===== config.mk =====
export PLATFORM = sky130hd
export DESIGN_NAME = uniform_bin_histogram
export DESIGN_NICKNAME = d
export VERILOG_FILES = /design/src/hdl/ubh_pkg.sv /design/src/hdl/ubh_ram.sv /design/src/hdl/ubh_ctrl.sv /design/src/hdl/ubh_datapath.sv /design/src/hdl/uniform_bin_histogram.sv
export SDC_FILE = /design/constraint.sdc
export NUM_CORES = 2
export LEC_CHECK = 0
export BUFFER_PORTS_ARGS = -buffer_cell sky130_fd_sc_hd__buf_4
export CORE_ASPECT_RATIO = 0.8
export CORE_MARGIN = 1
export CORE_UTILIZATION = 60
export CTS_CLUSTER_DIAMETER = 200
export DETAILED_ROUTE_END_ITERATION = 12
export HOLD_SLACK_MARGIN = 0.03
export PLACE_DENSITY_LB_ADDON = 0.1
export SLEW_MARGIN = 10
export SYNTH_ARGS = -nofsm -noshare
export SYNTH_HDL_FRONTEND = slang
export SYNTH_SLANG_ARGS = --single-unit

===== constraint.sdc =====
create_clock -name i_clk -period 12.7 [get_ports i_clk]
set_clock_uncertainty 0.05 [all_clocks]
set_input_delay 1.27 -clock i_clk [delete_from_list [all_inputs] [get_ports i_clk]]
set_output_delay 1.27 -clock i_clk [all_outputs]
set_load 0.02 [all_outputs]

===== src/hdl/ubh_pkg.sv =====
// package: shared types and constants of the uniform bin histogram
`default_nettype none

package ubh_pkg;

    localparam int FIELD_W    = 32;
    localparam int OP_W       = 2;
    localparam int BINS_W     = 7;
    localparam int CFG_ADDR_W = 2;
    localparam int CFG_DATA_W = 32;

    localparam logic [OP_W-1:0] OP_ADD   = 2'd0;
    localparam logic [OP_W-1:0] OP_READ  = 2'd1;
    localparam logic [OP_W-1:0] OP_CLEAR = 2'd2;

    localparam logic [CFG_ADDR_W-1:0] CFG_LOWER = 2'd0;
    localparam logic [CFG_ADDR_W-1:0] CFG_UPPER = 2'd1;
    localparam logic [CFG_ADDR_W-1:0] CFG_WIDTH = 2'd2;
    localparam logic [CFG_ADDR_W-1:0] CFG_BINS  = 2'd3;

    typedef enum logic [2:0] {
        S_INIT,
        S_IDLE,
        S_SCAN,
        S_RMW_WR,
        S_READOUT,
        S_CLEAR
    } t_state;

    typedef struct packed {
        logic load;
        logic advance;
        logic ram_rd;
        logic ram_inc;
        logic ram_zero;
        logic emit;
    } t_cmd;

    typedef struct packed {
        logic match;
        logic at_last;
        logic at_top;
    } t_status;

endpackage

`default_nettype wire


===== src/hdl/ubh_ram.sv =====
// generic single-write, single-read ram with registered read data
`default_nettype none

module ubh_ram #(
    parameter int WIDTH = 32,
    parameter int DEPTH = 64
) (
    input  wire                      i_clk,
    input  wire                      i_we,
    input  wire  [$clog2(DEPTH)-1:0] i_waddr,
    input  wire  [WIDTH-1:0]         i_wdata,
    input  wire                      i_re,
    input  wire  [$clog2(DEPTH)-1:0] i_raddr,
    output logic [WIDTH-1:0]         o_rdata
);

    logic [WIDTH-1:0] r_mem [DEPTH];

    always_ff @(posedge i_clk) begin
        if (i_we) begin
            r_mem[i_waddr] <= i_wdata;
        end
        if (i_re) begin
            o_rdata <= r_mem[i_raddr];
        end
    end

endmodule

`default_nettype wire


===== src/hdl/ubh_ctrl.sv =====
// controller: sequences sample scan, readout and clear sweeps
`default_nettype none

module ubh_ctrl (
    input  wire                         i_clk,
    input  wire                         i_rst_n,
    input  wire                         start,
    input  wire  [ubh_pkg::OP_W-1:0]    i_op,
    input  ubh_pkg::t_status            i_status,
    output ubh_pkg::t_cmd               o_cmd,
    output logic                        busy
);

    ubh_pkg::t_state r_state;
    ubh_pkg::t_state n_state;

    always_ff @(posedge i_clk) begin
        if (!i_rst_n) begin
            r_state <= ubh_pkg::S_INIT;
        end else begin
            r_state <= n_state;
        end
    end

    always_comb begin
        n_state = r_state;
        o_cmd   = '0;
        busy    = 1'b1;
        unique case (r_state)
            ubh_pkg::S_INIT, ubh_pkg::S_CLEAR: begin
                o_cmd.ram_zero = 1'b1;
                if (i_status.at_top) begin
                    n_state = ubh_pkg::S_IDLE;
                end else begin
                    o_cmd.advance = 1'b1;
                end
            end
            ubh_pkg::S_IDLE: begin
                busy = 1'b0;
                if (start) begin
                    unique case (i_op)
                        ubh_pkg::OP_ADD: begin
                            o_cmd.load = 1'b1;
                            n_state    = ubh_pkg::S_SCAN;
                        end
                        ubh_pkg::OP_READ: begin
                            o_cmd.load = 1'b1;
                            n_state    = ubh_pkg::S_READOUT;
                        end
                        ubh_pkg::OP_CLEAR: begin
                            o_cmd.load = 1'b1;
                            n_state    = ubh_pkg::S_CLEAR;
                        end
                        default: begin
                            n_state = ubh_pkg::S_IDLE;
                        end
                    endcase
                end
            end
            ubh_pkg::S_SCAN: begin
                if (i_status.match) begin
                    o_cmd.ram_rd = 1'b1;
                    n_state      = ubh_pkg::S_RMW_WR;
                end else if (i_status.at_last) begin
                    n_state = ubh_pkg::S_IDLE;
                end else begin
                    o_cmd.advance = 1'b1;
                end
            end
            ubh_pkg::S_RMW_WR: begin
                o_cmd.ram_inc = 1'b1;
                n_state       = ubh_pkg::S_IDLE;
            end
            ubh_pkg::S_READOUT: begin
                o_cmd.ram_rd = 1'b1;
                o_cmd.emit   = 1'b1;
                if (i_status.at_last) begin
                    n_state = ubh_pkg::S_IDLE;
                end else begin
                    o_cmd.advance = 1'b1;
                end
            end
            default: begin
                n_state = ubh_pkg::S_INIT;
            end
        endcase
    end

endmodule

`default_nettype wire


===== src/hdl/ubh_datapath.sv =====
// datapath: config registers, edge stepping, bin compare, count ram, result beat
`default_nettype none

module ubh_datapath #(
    parameter int MAX_BINS   = 64,
    parameter int VALUE_BITS = 32,
    parameter int COUNT_BITS = 32
) (
    input  wire                               i_clk,
    input  wire                               i_rst_n,
    input  wire                               i_cfg_we,
    input  wire  [ubh_pkg::CFG_ADDR_W-1:0]    i_cfg_addr,
    input  wire  [ubh_pkg::CFG_DATA_W-1:0]    i_cfg_data,
    input  wire  [ubh_pkg::FIELD_W-1:0]       i_sample_value,
    input  ubh_pkg::t_cmd                     i_cmd,
    output ubh_pkg::t_status                  o_status,
    output logic                              o_result_valid,
    output logic [ubh_pkg::FIELD_W-1:0]       o_bin_center,
    output logic [ubh_pkg::FIELD_W-1:0]       o_hits,
    output logic                              o_last_bin
);

    localparam int IDX_W = $clog2(MAX_BINS);
    localparam int NW    = (IDX_W + 1 > ubh_pkg::BINS_W) ? IDX_W + 1 : ubh_pkg::BINS_W;

    logic [VALUE_BITS-1:0]      r_lower;
    logic [VALUE_BITS-1:0]      r_upper;
    logic [VALUE_BITS-1:0]      r_width;
    logic [ubh_pkg::BINS_W-1:0] r_bins;

    logic [VALUE_BITS-1:0] r_sample;
    logic [VALUE_BITS-1:0] r_lo;
    logic [IDX_W-1:0]      r_idx;

    logic [VALUE_BITS-1:0] r_center;
    logic                  r_last;
    logic                  r_valid;

    logic [NW-1:0]         bins_ext;
    logic [IDX_W-1:0]      last_idx;
    logic [VALUE_BITS:0]   step_sum;
    logic [VALUE_BITS-1:0] hi;
    logic [VALUE_BITS-1:0] center;
    logic [COUNT_BITS-1:0] ram_rdata;
    logic [COUNT_BITS-1:0] ram_wdata;
    logic                  ram_we;

    always_ff @(posedge i_clk) begin
        if (!i_rst_n) begin
            r_lower <= '0;
            r_upper <= VALUE_BITS'(32'hFFFF_FFFF);
            r_width <= VALUE_BITS'(1);
            r_bins  <= ubh_pkg::BINS_W'(10);
        end else if (i_cfg_we) begin
            unique case (i_cfg_addr)
                ubh_pkg::CFG_LOWER: r_lower <= VALUE_BITS'(i_cfg_data);
                ubh_pkg::CFG_UPPER: r_upper <= VALUE_BITS'(i_cfg_data);
                ubh_pkg::CFG_WIDTH: r_width <= VALUE_BITS'(i_cfg_data);
                ubh_pkg::CFG_BINS:  r_bins  <= i_cfg_data[ubh_pkg::BINS_W-1:0];
            endcase
        end
    end

    // clamp bins in use to 1..MAX_BINS
    always_comb begin
        bins_ext = NW'(r_bins);
        if (bins_ext == '0) begin
            last_idx = '0;
        end else if (bins_ext > NW'(MAX_BINS)) begin
            last_idx = IDX_W'(MAX_BINS - 1);
        end else begin
            last_idx = IDX_W'(bins_ext - NW'(1));
        end
    end

    // saturating edge step, last edge is the upper edge
    always_comb begin
        step_sum = {1'b0, r_lo} + {1'b0, r_width};
        if (r_idx == last_idx) begin
            hi = r_upper;
        end else if (step_sum[VALUE_BITS]) begin
            hi = '1;
        end else begin
            hi = step_sum[VALUE_BITS-1:0];
        end
        center = (r_lo >> 1) + (hi >> 1) + VALUE_BITS'(r_lo[0] & hi[0]);
    end

    assign o_status.match   = (r_lo < r_sample) && (r_sample < hi);
    assign o_status.at_last = (r_idx == last_idx);
    assign o_status.at_top  = (r_idx == IDX_W'(MAX_BINS - 1));

    always_ff @(posedge i_clk) begin
        if (!i_rst_n) begin
            r_idx <= '0;
        end else if (i_cmd.load) begin
            r_idx <= '0;
        end else if (i_cmd.advance) begin
            r_idx <= r_idx + IDX_W'(1);
        end
    end

    always_ff @(posedge i_clk) begin
        if (i_cmd.load) begin
            r_sample <= VALUE_BITS'(i_sample_value);
            r_lo     <= r_lower;
        end else if (i_cmd.advance) begin
            r_lo <= hi;
        end
    end

    assign ram_we    = i_cmd.ram_inc | i_cmd.ram_zero;
    assign ram_wdata = i_cmd.ram_zero ? '0
                     : ((&ram_rdata) ? ram_rdata : ram_rdata + COUNT_BITS'(1));

    ubh_ram #(
        .WIDTH (COUNT_BITS),
        .DEPTH (MAX_BINS)
    ) u_counts (
        .i_clk   (i_clk),
        .i_we    (ram_we),
        .i_waddr (r_idx),
        .i_wdata (ram_wdata),
        .i_re    (i_cmd.ram_rd),
        .i_raddr (r_idx),
        .o_rdata (ram_rdata)
    );

    // result beat lines up with the registered count read
    always_ff @(posedge i_clk) begin
        if (!i_rst_n) begin
            r_valid <= 1'b0;
        end else begin
            r_valid <= i_cmd.emit;
        end
    end

    always_ff @(posedge i_clk) begin
        if (i_cmd.emit) begin
            r_center <= center;
            r_last   <= o_status.at_last;
        end
    end

    assign o_result_valid = r_valid;
    assign o_bin_center   = ubh_pkg::FIELD_W'(r_center);
    assign o_hits         = ubh_pkg::FIELD_W'(ram_rdata);
    assign o_last_bin     = r_last;

endmodule

`default_nettype wire


===== src/hdl/uniform_bin_histogram.sv =====
// uniform bin histogram top level: controller plus datapath
// add: one bin compared per cycle over the n bins in use, plus a
//   read-modify-write of the count ram when a bin matches
// readout: one result beat per cycle for each of the n bins in use,
//   the last beat arriving in the same cycle that busy drops
// clear: one count ram entry zeroed per cycle after the accept, over all MAX_BINS entries
// reset: synchronous; a clearing pass over all MAX_BINS entries follows with busy high
// results are strobed for one cycle and cannot be stalled
`default_nettype none

module uniform_bin_histogram #(
    parameter int MAX_BINS   = 64,
    parameter int VALUE_BITS = 32,
    parameter int COUNT_BITS = 32
) (
    input  wire                             i_clk,
    input  wire                             i_rst_n,
    input  wire                             start,
    output logic                            busy,
    input  wire  [ubh_pkg::OP_W-1:0]        i_op,
    input  wire  [ubh_pkg::FIELD_W-1:0]     i_sample_value,
    output logic                            o_result_valid,
    output logic [ubh_pkg::FIELD_W-1:0]     o_bin_center,
    output logic [ubh_pkg::FIELD_W-1:0]     o_hits,
    output logic                            o_last_bin,
    input  wire                             i_cfg_we,
    input  wire  [ubh_pkg::CFG_ADDR_W-1:0]  i_cfg_addr,
    input  wire  [ubh_pkg::CFG_DATA_W-1:0]  i_cfg_data
);

    ubh_pkg::t_cmd    cmd;
    ubh_pkg::t_status status;

    ubh_ctrl u_ctrl (
        .i_clk    (i_clk),
        .i_rst_n  (i_rst_n),
        .start    (start),
        .i_op     (i_op),
        .i_status (status),
        .o_cmd    (cmd),
        .busy     (busy)
    );

    ubh_datapath #(
        .MAX_BINS   (MAX_BINS),
        .VALUE_BITS (VALUE_BITS),
        .COUNT_BITS (COUNT_BITS)
    ) u_datapath (
        .i_clk          (i_clk),
        .i_rst_n        (i_rst_n),
        .i_cfg_we       (i_cfg_we),
        .i_cfg_addr     (i_cfg_addr),
        .i_cfg_data     (i_cfg_data),
        .i_sample_value (i_sample_value),
        .i_cmd          (cmd),
        .o_status       (status),
        .o_result_valid (o_result_valid),
        .o_bin_center   (o_bin_center),
        .o_hits         (o_hits),
        .o_last_bin     (o_last_bin)
    );

endmodule

`default_nettype wire


# Word-level counts from Yosys, hierarchy flattened
# Memories as Yosys holds them, arrays and structs flattened. A register that Yosys moved wholly into a read port is not among the register bits.
# Index checks and enable logic that the tools add are counted.
# classes
n_addsub	6
n_mul	0
div	0
magnitude_cmp	3
eq_ne	14
n_shift	0
n_mux	29
bitwise	3
reduce_logical	15
# ops
cell	count
2-to-1 mux 32 bit	6
less-than comparator 32 bit	2
adder 32 x 32 -> 33 bit	1
adder 31 x 31 -> 32 bit	1
adder 32 x 1 -> 32 bit (second input constant)	1
adder 32 bit	1
AND reduction 32 bit	1
one-hot mux 3 bit (5 select lines)	1
2-to-1 mux 1 bit	13
2-to-1 mux 3 bit	4
2-to-1 mux 6 bit	2
AND reduction 2 bit	5
one-hot mux 3 bit (3 select lines)	1
greater-than comparator 7 bit (second input constant)	1
zero test 7 bit	1
adder 6 x 1 -> 6 bit (second input constant)	1
equality test 2 bit (second input constant)	3
equality test 3 x 2 -> 1 bit (second input constant)	2
equality test 3 bit (second input constant)	2
equality test 6 bit	1
equality test 6 bit (second input constant)	1
subtractor 6 x 1 -> 6 bit (second input constant)	1
equality test 2 x 1 -> 1 bit (second input constant)	2
zero test 2 bit	2
other kinds (12)	14
# totals
regBits	210
latch_bits	0
ramBits	2048
romBits	0
inputBits	72
mem_count	1
# memory_table
name	words	word_bits	rd	rd_clocked_by_memory_dff	write_ports	line_no	source
u_datapath.u_counts.r_mem	64	32	1	1	1	ubh_ram.sv:17	logic [WIDTH-1:0] r_mem [DEPTH];

# Depth between registers and ports, before layout
# logic_depth
word_depth	11
depth_mapped	25

# Modules after synthesis
# A second synthesis with hierarchy kept.
# unflattened
hier_cells	4972
area_unflattened_um2	92866.6
# by_module_without_submodules
module	instances	cells_each	area_each_um2	seq_area_each_um2
ubh_ram	1	3324	78835.6	62459.9
ubh_datapath	1	1600	13663.1	5114.9
ubh_ctrl	1	48	367.9	60.1

# Worst setup path before layout
# OpenSTA, ideal clock, no wires.
# synth_timing
kind	register -> register
startpoint	reg u_datapath.r_lo[0]
endpoint	reg u_datapath.u_counts.o_rdata[0] (read register of u_datapath.u_counts.r_mem) (enable)
setup_time_ns	0.432
arrival_time_ns	5.909
t_required_ns	12.218
slack_ns	6.309
path_stages_with_launch	21
period_less_slack_ns	6.391
path_cell_list	edfxtp_1 ha_1 fa_1 a211oi_1 o21ai_0 nand4_1 nand2_1 a21oi_1 nand2_1 clkbuf_1 o22ai_1 ha_1 a21o_1 a211o_1 o21ai_0 o2111ai_1 nor2_1 nand2_1 a21oi_1 nand2_1 a21oi_1
# synth_lines
element	line_no	source
start, declared	ubh_datapath.sv:32	logic [VALUE_BITS-1:0] r_lo;
start signal, assigned	ubh_datapath.sv:106	r_lo <= r_lower;
start signal, assigned	ubh_datapath.sv:108	r_lo <= hi;
end, declared	ubh_ram.sv:14	output logic [WIDTH-1:0] o_rdata

# Worst setup path after layout
# layout_timing
startpoint	reg u_datapath.r_bins, in the netlist u_datapath.bins_ext[0]
endpoint	reg u_datapath.r_lo[29] (enable)
# layout_via
elab_chain_len	10
elab_cells_between_ends	13
classes_between	add/sub (1); order compare (2); eq/ne (1); mux (6); reduce/logical (3)
# layout_rtl
element	line_no	source
start, declared	ubh_datapath.sv:29	logic [ubh_pkg::BINS_W-1:0] r_bins;
start signal, assigned	ubh_datapath.sv:53	r_bins <= ubh_pkg::BINS_W'(10);
start signal, assigned	ubh_datapath.sv:59	ubh_pkg::CFG_BINS: r_bins <= i_cfg_data[ubh_pkg::BINS_W-1:0];
subtractor 6 x 1 -> 6 bit or greater-than comparator 7 bit (tied branches)	ubh_datapath.sv:72, ubh_datapath.sv:69	
2-to-1 mux 6 bit	ubh_datapath.sv:69	end else if (bins_ext > NW'(MAX_BINS)) begin
2-to-1 mux 6 bit *	ubh_datapath.sv:67	if (bins_ext == '0) begin
equality test 6 bit *	ubh_datapath.sv:79, ubh_datapath.sv:90	
2-to-1 mux 32 bit	ubh_datapath.sv:79	if (r_idx == last_idx) begin
less-than comparator 32 bit	ubh_datapath.sv:89	assign o_status.match = (r_lo < r_sample) && (r_sample < hi);
logical AND 1 bit	ubh_datapath.sv:89	
2-to-1 mux 1 bit	ubh_ctrl.sv:61	if (i_status.match) begin
one-hot mux 1 bit (3 select lines) *	ubh_ctrl.sv:29	unique case (r_state)
nonzero test 2 bit (no line) *	n/a	
# Mark *: on every way between the ends. The rest lies on a longest branch, timed or not.
# A chain may end at the register's enable or synchronous reset.

==> impl_metrics.tcl <==
set metrics [dict create \
    routed_wl_mm 251 \
    final-max-slew-violation-count 0 \
    p_sw_mw 4.39 \
    placed_insts 7412 \
    result_of_the_run "finished, final reports clean" \
    crit_required_ns 12.88 \
    final_hold_viol_count 0 \
    yosys_register_bits 2290 \
    synth_nets 5685 \
    gp_congestion 0.898 \
    finalSetupViolations 0 \
    synth_top_cells_by_area "edfxtp_1 (74%), a22oi_1 (6.3%), dfxtp_1 (2.6%), ha_1 (1.9%), a221oi_1 (1.5%)" \
    grt_setup_unrepaired "false" \
    vias_per_std_cell 6.95 \
    synth.top_cell.area_share 0.741 \
    post_synthesis_cell_type_with_the_largest_combined_area "edfxtp_1" \
    clk_path_buf_depth 3 \
    internal-power_mw 12.8 \
    clock_power_share 0.356 \
    core_sq_mm 0.146 \
    filler_cells 9692 \
    cts_resized 0 \
    most_common_cell_after_layout_fill_and_taps_aside "edfxtp_1" \
    hold_path_startpoint "u_datapath.r_lower[24]$_SDFFE_PN0P_" \
    flow.area_growth_from_synthesis_pct 12.5 \
    number_of_cts_inserted_buffers 209 \
    worst_setup_path_startpoint "u_datapath.bins_ext[0]$_SDFFE_PN0P_" \
    power_leakage_nw 28.2 \
    setup_total_negative_slack_ns 0 \
    wl_per_cell_um 32.2 \
    critical_path_end "u_datapath.r_lo[29]$_DFFE_PP_" \
    setup.worst_path.class "reg -> reg" \
    synth-edff-count 2177 \
    die_w_um 431 \
    max_freq_mhz 130 \
    setup.reg_to_reg.worst_slack_ns 4.99 \
    crit_path_end_kind "register" \
    worstHoldPathType "reg -> reg" \
    post-cts-setup-buffer-count 0 \
    global_route_wire_length_before_repair_mm 361 \
    power.share.switching 0.256 \
    cts_root_buf "clkbuf_16" \
    seq_area_frac_synth 0.766 \
    synthesis.area_per_instance_sq_um 16.1 \
    synthesized_area_sq_mm 0.0883 \
    most-common-layout-cells "edfxtp_1 (2177), a22oi_1 (738), nand2_1 (314)" \
    drtAntennaViolNets 0 \
    share_seq_of_total_power 0.492 \
    maxCapViolations 0 \
    clk_pin_slew_worst_setup_hold_paths_ns 0.06 \
    power_density_mw_per_mm2 173 \
    via_count_of_the_first_global_routing_pass 51259 \
    finalNonFillerCells 7802 \
    synth_cells 5479 \
    drtPass1Iterations 8 \
    grt_start_max_net_pins 115 \
    yosys_warnings 0 \
    vdd_ir_drop_max_mv 0.146 \
    std_cell_rows 125 \
    layout-drive-gt1-share 0.124 \
    port_buffers 138 \
    reg2reg_from "u_datapath.bins_ext[0]$_SDFFE_PN0P_" \
    period_minus_slack_ns 7.71 \
    dp.final_hpwl_mm 141 \
    worst-r2r-cell-count 19 \
    grt_util_all_layers 0.335 \
    cts-htree-levels 4 \
    nNetsFinal 5865 \
    worst_pin_slew_ns 1.24 \
    share_comb_of_total_power 0.152 \
    die_h_um 345 \
    number_of_hold_buffers_added_after_cts 0 \
    die_area_sq_mm 0.149 \
    share_of_flip_flops_with_an_asynchronous_set_or_reset_after_synthesis 0 \
    post_synth_num_cell_types 80 \
    clock_insertion_delay_worst_skew_ns 0.85 \
    dominant_register_cell_in_the_synthesized_netlist "edfxtp_1" \
    boundaryPins 139 \
    crit_arrival_ns 7.89 \
    start_util 0.606 \
    number_of_antenna_violations_at_the_first_check_in_global_routing 3 \
    tritoncts "yes" \
    clock-sinks 2290 \
    detailroute.via_count 54192 \
    critPathLaunchType "register" \
    drc_violations_left 0 \
    slew_headroom 0.168 \
    worstPathMaxFanout 54 \
    grt_remaining_overflow 0 \
    post-route-period-util 0.607 \
    drt-initial-drc-count 7644 \
    crit-reg2reg-capture "u_datapath.r_lo[29]$_DFFE_PP_" \
]
-- flip-flops by register name, summed over array words and instances, names as in the netlist --
name,count
u_datapath.r_sample,32
u_datapath.r_upper,32
u_ctrl.r_state,3
u_datapath.o_result_valid,1
u_datapath.r_idx,6
u_datapath.o_bin_center,32
u_datapath.u_counts.r_mem,2048
u_datapath.o_last_bin,1
u_datapath.u_counts.o_rdata,32
u_datapath.bins_ext,7
u_datapath.r_lo,32
u_datapath.r_width,32
u_datapath.r_lower,32
-- cells in the mapped netlist (98+ instances only) --
| library cell | instances |
|---|---|
| ha_1 | 131 |
| edfxtp_1 | 2177 |
| inv_1 | 98 |
| dfxtp_1 | 113 |
| a22oi_1 | 738 |
| clkbuf_1 | 261 |
| a31oi_1 | 159 |
| nand3_1 | 100 |
| a22o_1 | 144 |
| a21oi_1 | 127 |
| nor2_1 | 163 |
| a221oi_1 | 150 |
| nand2_1 | 318 |
-- per-stage QoR --
step / area, sq um / hold WS (ns) / power [mW] / setup slack, ns / util
6_report: 99300 / 0.418 / 17.2 / 4.99 / 0.682
5_1_grt: 99300 / 0.434 / 17.7 / 4.51 / 0.682
4_1_cts: 99200 / 0.420 / 17.1 / 5.16 / 0.681
3_5_place_dp: 92700 / 0.408 / 11.1 / 5.20 / 0.636
3_3_place_gp: 92700 / 0.404 / 11.1 / 5.19 / 0.636
2_1_floorplan: 88300 / 0.385 / 10.4 / 6.31 / -
-- worst max-delay path: stages (launching register included) --
cell and delay (ns):
dfxtp_1 0.37, inv_1 0.10, ha_1 0.18, nor2b_1 0.60, nand3_1 0.23, nor2b_1 0.19
a32oi_1 0.25, a211o_2 0.18, buf_4 0.54, nand2_1 0.62, o22ai_1 0.39, ha_1 0.31
a21oi_1 0.16, o21ai_0 0.16, a221oi_1 0.52, o2111ai_1 0.17, nor2_1 0.38, a2111oi_4 0.15
a211oi_2 0.51, nand3_2 0.96
-- per-layer routing --
metal  vias up  wire length, um  track usage
met4         4             8120        0.112
li1      22781                -            -
met1     27421           101000        0.506
met5         -               22            0
met3       422            28900       0.0618
met2      3564           113000        0.496
-- cells by family (layout without fill, tap and decap cells) --
group	count (synthesis)	count (layout)	synth area share
AOI/OAI and AO/OA	1704	1704	0.142
xor gates and xnor gates	77	77	0.00780
adders and majority gates	134	134	0.0193
buffers and inverters	434	788	0.0187
DFF	2290	2290	0.766
muxes	11	11	0.00136
other	0	1	0
and+or+nand+nor	829	829	0.0441
-- how the worst min path moves through the flow --
stage	endpoint	slack, ns	depth (start not counted)
global route	u_datapath.r_lower[14]$_SDFFE_PN0P_	0.43	2
global placement	u_datapath.r_lower[5]$_SDFFE_PN0P_	0.40	2
CTS	u_datapath.r_lower[14]$_SDFFE_PN0P_	0.42	2
finish	u_datapath.r_lower[24]$_SDFFE_PN0P_	0.42	2
detailed placement	u_datapath.r_upper[15]$_SDFFE_PN1P_	0.41	2
floorplan	u_datapath.r_upper[14]$_SDFFE_PN1P_	0.39	2
-- power groups by stage --
stage	Sequential (mW)	Combinational (mW)	Clock (mW)
2_1_floorplan	8.57	1.81	0
5_1_grt	8.45	2.86	6.42
3_3_place_gp	8.59	2.51	0
3_5_place_dp	8.60	2.54	0
6_report	8.44	2.60	6.11
4_1_cts	8.44	2.56	6.14
-- cell type report --
cell class                      count  area [sq um]  share of cell area
Antenna cell                        1          2.50           0.0000252
Tap cell                         1968          2460              0.0248
Inverter                          100           378             0.00380
Clock inverter                    119           993              0.0100
Clock buffer                      266          5550              0.0559
Multi-Input combinational cell   2755         19900               0.200
Sequential cell                  2290         67600               0.681
Timing Repair Buffer              303          2430              0.0245
Power figures use the tool's default switching activity.
